**src/hdl/mi3_pkg.sv**
```systemverilog
package mi3_pkg;

	localparam int unsigned EW = 32;
	localparam int unsigned CW = 64;
	localparam int unsigned DW = 97;
	localparam int unsigned MW = 96;
	localparam int unsigned QW = 34;

	typedef struct packed {
		logic signed [EW-1:0] a00;
		logic signed [EW-1:0] a01;
		logic signed [EW-1:0] a02;
		logic signed [EW-1:0] a10;
		logic signed [EW-1:0] a11;
		logic signed [EW-1:0] a12;
		logic signed [EW-1:0] a20;
		logic signed [EW-1:0] a21;
		logic signed [EW-1:0] a22;
	} mat_in_t;

	typedef struct packed {
		logic signed [EW-1:0] b00;
		logic signed [EW-1:0] b01;
		logic signed [EW-1:0] b02;
		logic signed [EW-1:0] b10;
		logic signed [EW-1:0] b11;
		logic signed [EW-1:0] b12;
		logic signed [EW-1:0] b20;
		logic signed [EW-1:0] b21;
		logic signed [EW-1:0] b22;
		logic signed [63:0]   determinant;
		logic                 singular;
	} mat_out_t;

	typedef struct packed {
		logic [8:0][CW-1:0] cof;
		logic signed [DW-1:0] det;
	} job_t;

endpackage

```
**src/hdl/mi3_fifo.sv**
```systemverilog
module mi3_fifo import mi3_pkg::*; #(
	parameter int unsigned DEPTH = 4
) (
	input  logic clk,
	input  logic arst_n,
	input  logic wr,
	input  job_t wdata,
	input  logic rd,
	output logic empty,
	output logic [$clog2(DEPTH+1)-1:0] count,
	output job_t rdata
);
	localparam int unsigned AW = $clog2(DEPTH);
	job_t mem_q [DEPTH];
	logic [AW-1:0] wp_q, rp_q;
	logic [$clog2(DEPTH+1)-1:0] cnt_q;

	always_ff @(posedge clk or negedge arst_n) begin
		if (!arst_n) begin
			wp_q <= '0; rp_q <= '0; cnt_q <= '0;
		end else begin
			if (wr) wp_q <= (wp_q == AW'(DEPTH-1)) ? '0 : wp_q + 1'b1;
			if (rd) rp_q <= (rp_q == AW'(DEPTH-1)) ? '0 : rp_q + 1'b1;
			cnt_q <= cnt_q + (wr ? 1'b1 : 1'b0) - (rd ? 1'b1 : 1'b0);
		end
	end

	always_ff @(posedge clk) begin
		if (wr) mem_q[wp_q] <= wdata;
	end

	assign rdata = mem_q[rp_q];
	assign empty = (cnt_q == '0);
	assign count = cnt_q;
endmodule

```
**config.mk**
```make
export PLATFORM = sky130hd
export DESIGN_NAME = mi3_fifo
export DESIGN_NICKNAME = d
export VERILOG_FILES = /design/src/hdl/mi3_pkg.sv /design/src/hdl/mi3_fifo.sv
export SDC_FILE = /design/constraint.sdc
export NUM_CORES = 2
export LEC_CHECK = 0
export ABC_AREA = 1
export BUFFER_PORTS_ARGS = -buffer_cell sky130_fd_sc_hd__buf_2
export CAP_MARGIN = 10
export CORE_MARGIN = 2
export CORE_UTILIZATION = 40
export CTS_CLUSTER_DIAMETER = 100
export DETAILED_ROUTE_END_ITERATION = 12
export GPL_ROUTABILITY_DRIVEN = 0
export HOLD_SLACK_MARGIN = 0.12
export SLEW_MARGIN = 30
export SYNTH_ARGS = -nofsm -noshare
export SYNTH_HDL_FRONTEND = slang
export SYNTH_SLANG_ARGS = --single-unit
```
**constraint.sdc**
```tcl
create_clock -name clk -period 19.3 [get_ports clk]
set_clock_uncertainty 0.15 [all_clocks]
set_input_delay 0.965 -clock clk [delete_from_list [all_inputs] [get_ports clk]]
set_output_delay 0.965 -clock clk [all_outputs]
set_load 0.01 [all_outputs]
```
=== After elaboration in Yosys (flattened, before gate mapping) ===
Memory sizes are Yosys's and may differ from the RTL's.
Cells that the tools add are included.

* Memories: 1
* Output and inout port bits: 677
* Flip-flop bits (word level): 7
* Memory bits (writable): 2,692

{| class="wikitable"
|+ Memories
! name !! depth !! bits a word !! rd ports !! clocked after memory_dff !! wr ports !! RTL line !! source
|-
| mem_q || 4 || 673 || 1 || 0 || 1 || mi3_fifo.sv:14 || <nowiki>job_t mem_q [DEPTH];</nowiki>
|}

* Reductions and logical operators: 1
* Mux-type cells: 6
* Equal/unequal tests: 2
* $add $sub $neg: 4

{| class="wikitable"
|+ Operators with widths
! cell !! count
|-
| 2-bit by 1-bit adder with 2-bit output, second input constant || 2
|-
| 2-bit equality test, second input constant || 2
|-
| 1-bit 2-to-1 mux || 4
|-
| 2-bit 2-to-1 mux || 2
|-
| 3-bit by 1-bit adder with 3-bit output || 1
|-
| 3-bit zero test || 1
|-
| 3-bit by 1-bit subtractor with 3-bit output || 1
|}

=== Depth between registers and ports, before layout ===
* Word-level depth: 3
* Mapped depth: 9

=== Worst setup path before layout ===
No wires, ideal clock.

* Kind: input to register
* Start: in wr
* End: mem mem_q[3][0] (netlist bit) (enable)
* Setup time: 1.017 ns
* Data required time: 18.133 ns
* Setup slack: 4.236 ns
* Stages: 2
* Path buffers: 0
* Data arrival time: 13.897 ns
* Cells stage by stage: nand2_1 -> inv_1

* Cells in the longest elaborated chain, start to end: 2

{| class="wikitable"
|+ RTL lines
! what !! RTL line !! source
|-
| from (decl) || mi3_fifo.sv:6 || <nowiki>input logic wr,</nowiki>
|-
| 1-bit 2-to-1 mux || mi3_fifo.sv:29 || <nowiki>if (wr) mem_q[wp_q] <= wdata;</nowiki>
|-
| 1-bit 2-to-1 mux (not written as such) || mi3_fifo.sv:29 ||
|-
| to (decl) || mi3_fifo.sv:14 ||
|}

No other way between the ends.

==> flow_metrics.py <==
metrics = {
    "timing": {
        "fin_crit_ns": 7.070,
        "setup_tns_ns": 0,
        "rsz0062_at_grt": "false",
        "max_freq_ghz": 0.1414,
        "hold_viol_final": 0,
        "setup_viol": 0,
        "min_period_over_period_pct": 36.63,
        "tightest_slew_ns": 1.051,
        "maxSlewViolCount": 0,
        "relSlewSlack_pct": 29.91,
    },
    "pwr": {
        "power_leakage_nw": 63.98,
        "peakVddDrop_v": 0.00009794,
        "power_mw": 19.91,
        "cellPowerDensity_mw_per_mm2": 142.8,
    },
    "global_route": {
        "grt_max_degree": 169,
        "grt.total_usage_pct": 21.22,
        "grt_pass1_vias": 71500,
        "grt_overflow": 0,
        "grt_pass1_wl_um": 459700,
        "antenna_found_initial": 130,
    },
    "clocking": {
        "cts_buffer_depth": 4,
        "clock_latency_ns": 0.87,
        "h-tree-depth": 5,
        "cts_hold_buf": 656,
        "cts_tree": "yes",
        "post_cts_buffers": 0,
        "root_buffer": "clkbuf_16",
        "cts.clk_slew.worst_paths_ns": 0.06,
        "numCtsBuffers": 300,
        "ctsResizeCount": 0,
        "cts_sinks": 2699,
    },
    "synth": {
        "syn-num-nets": 11280,
        "yosys.area.top_type": "edfxtp_1",
        "ys_warn_count": 0,
        "synth_area_per_cell_um2": 10.67,
        "synth_area_leaders": "edfxtp_1, nand2_1, inv_1",
        "ys_seq_elements": 2699,
        "yosysTopAreaCellShare_pct": 71.48,
        "syn-cell-area_mm2": 0.1131,
        "yosysSeqAreaShare_pct": 71.64,
        "netlist_instances": 10590,
        "synth_cell_types": 16,
    },
    "route": {
        "ant_nets": 0,
        "wl_met1_um": 125400,
        "drt_iter0_markers": 5478,
        "dr_total_vias": 76210,
        "top_layer": "met5",
        "drc": 0,
        "avgViaCountPerCell": 4.585,
        "wire_per_inst_um": 18.90,
        "dr.pass1.iters": 5,
        "wl_um": 314200,
        "dr_wl_met2_um": 146000,
        "dr_wl_met3_um": 25490,
    },
    "floorplan": {
        "dieArea_mm2": 0.2870,
        "rows": 195,
        "coreArea_mm2": 0.2818,
        "die_width_um": 535.7,
        "floorplan.initialDensity_pct": 40.13,
        "fp.dieH_um": 535.7,
        "ioPinCount": 1354,
    },
    "critical_path": {
        "crit_type": "register to primary output",
        "crit_required_ns": 18.19,
        "path_common_cell": "buf_4",
        "slowest_delay_ns": 0.88,
        "crit_fanout": 136,
        "cp-end-kind": "primary output",
        "crit_chain": "inv_8 -> buf_4 -> buf_4 -> buf_4 -> buf_4 -> nand2_1 -> nand3_1 -> nand2_1 -> buf_2",
        "cp.arrival_ns": 5.96,
        "startpoint_type": "register",
        "cpMaxStageDelayCell": "buf_4",
    },
    "layout": {
        "multi_input_area_mm2": 0.01956,
        "fin_nets": 13230,
        "seq_area_mm2": 0.08102,
        "drive_gt1_share_pct": 14.49,
        "fillers": 24940,
        "area_growth_pct": 23.28,
    },
    "run_status": {
        "outcome": "finished clean",
    },
    "job": {
        "drv_cap": 0,
    },
    "placed_design": {
        "place_hpwl_um": 197500,
        "port_buffers": 1353,
    },
    "worst_hold_path": {
        "hold_class": "input pin to register",
    },
}
## layout by cell type (no fill, tap or decap), drive strengths merged
| cell | count |
|---|---|
| buf | 1445 |
| bufinv | 18 |
| clkbuf | 375 |
| clkinv | 125 |
| clkinvlp | 4 |
| dfrtp | 7 |
| diode | 100 |
| dlygate4sd3 | 656 |
| edfxtp | 2692 |
| fa | 1 |
| ha | 7 |
| inv | 2717 |
| nand2 | 3378 |
| nand3 | 1347 |
| nor2 | 2 |
| nor3 | 1 |
| o21ai | 4 |
## cell usage after synthesis, drive strengths merged
master / count
nor3: 1
dfrtp: 7
clkbuf: 64
ha: 7
fa: 1
nand3: 1347
edfxtp: 2692
nand2: 3378
buf: 384
nor2: 2
o21ai: 4
inv: 2707
## path summary, 6_finish.rpt
check,slack [ns],cells after the start,from,endpoint
worst max-delay path,12.23,9,rp_q[0],rdata[51]
worst min-delay path,0.19,1,wdata[268],mem_q[0][268]
worst max register to register,14.26,8,wp_q[0],mem_q[2][281]
worst min register to register,0.47,3,wp_q[0],wp_q[0]
max in group asynchronous,18.40,2,arst_n,rp_q[1]
min in group asynchronous,0.38,2,arst_n,count[2]
## stage by stage
stage	area, um^2	setup slack, ns	utilization, %	hold WS [ns]	std cells
2_1_floorplan	113100	4.236	-	0.4077	10590
3_3_place_gp	123000	13.10	43.65	0.4483	15330
3_5_place_dp	123000	13.08	43.67	0.4688	15330
4_1_cts	139000	12.09	49.34	0.1209	16520
5_1_grt	139300	11.80	49.43	0.1416	16570
6_report	139400	12.23	49.47	0.1914	16620
## power by group
group / internal (mW) / total (mW) / switching [mW]
clock: 3.16 / 5.50 / 2.34
sequential: 7.51 / 7.72 / 0.208
combinational: 1.88 / 6.70 / 4.82
total: 12.5 / 19.9 / 7.37
## worst max-delay path, delay by kind of cell (launching register included)
| kind | cells | cell delay, ns |
|---|---|---|
| flip-flops | 1 | 0.80 |
| AND/OR/NAND/NOR | 3 | 0.34 |
| buffers and inverters | 6 | 3.78 |
## state kept, by name, indices dropped and copies added, names as in the netlist
signal	cells
wp_q	2
count	3
mem_q	2692
rp_q	2
## metal layers
metal | vias up | global-route usage, %
met5 | - | 0
met1 | 36040 | 26.73
met2 | 2360 | 33.90
met3 | 648 | 5.794
li1 | 37110 | -
met4 | 58 | 10.12
## area by class of cell
cell class                      count  share of cell area (%)
Multi-Input combinational cell   4740                   14.03
Antenna cell                      100                  0.1795
Inverter                         2707                   7.324
Timing Repair Buffer             2101                   10.23
Clock inverter                    157                   1.124
Tap cell                         3743                   3.359
Sequential cell                  2699                   58.11
Clock buffer                      375                   5.640
## kinds of logic (layout without fill, tap and decap cells)
group           after synthesis  in the layout  synth area share [%]
simple gates               4728           4728                 17.18
fa+ha+maj                     8              8               0.09515
compound gates                4              4               0.01770
buf+inv                    3155           5340                 11.07
flops                      2699           2699                 71.64
other cells                   0            100                     0
Power figures use the tool's default switching activity.
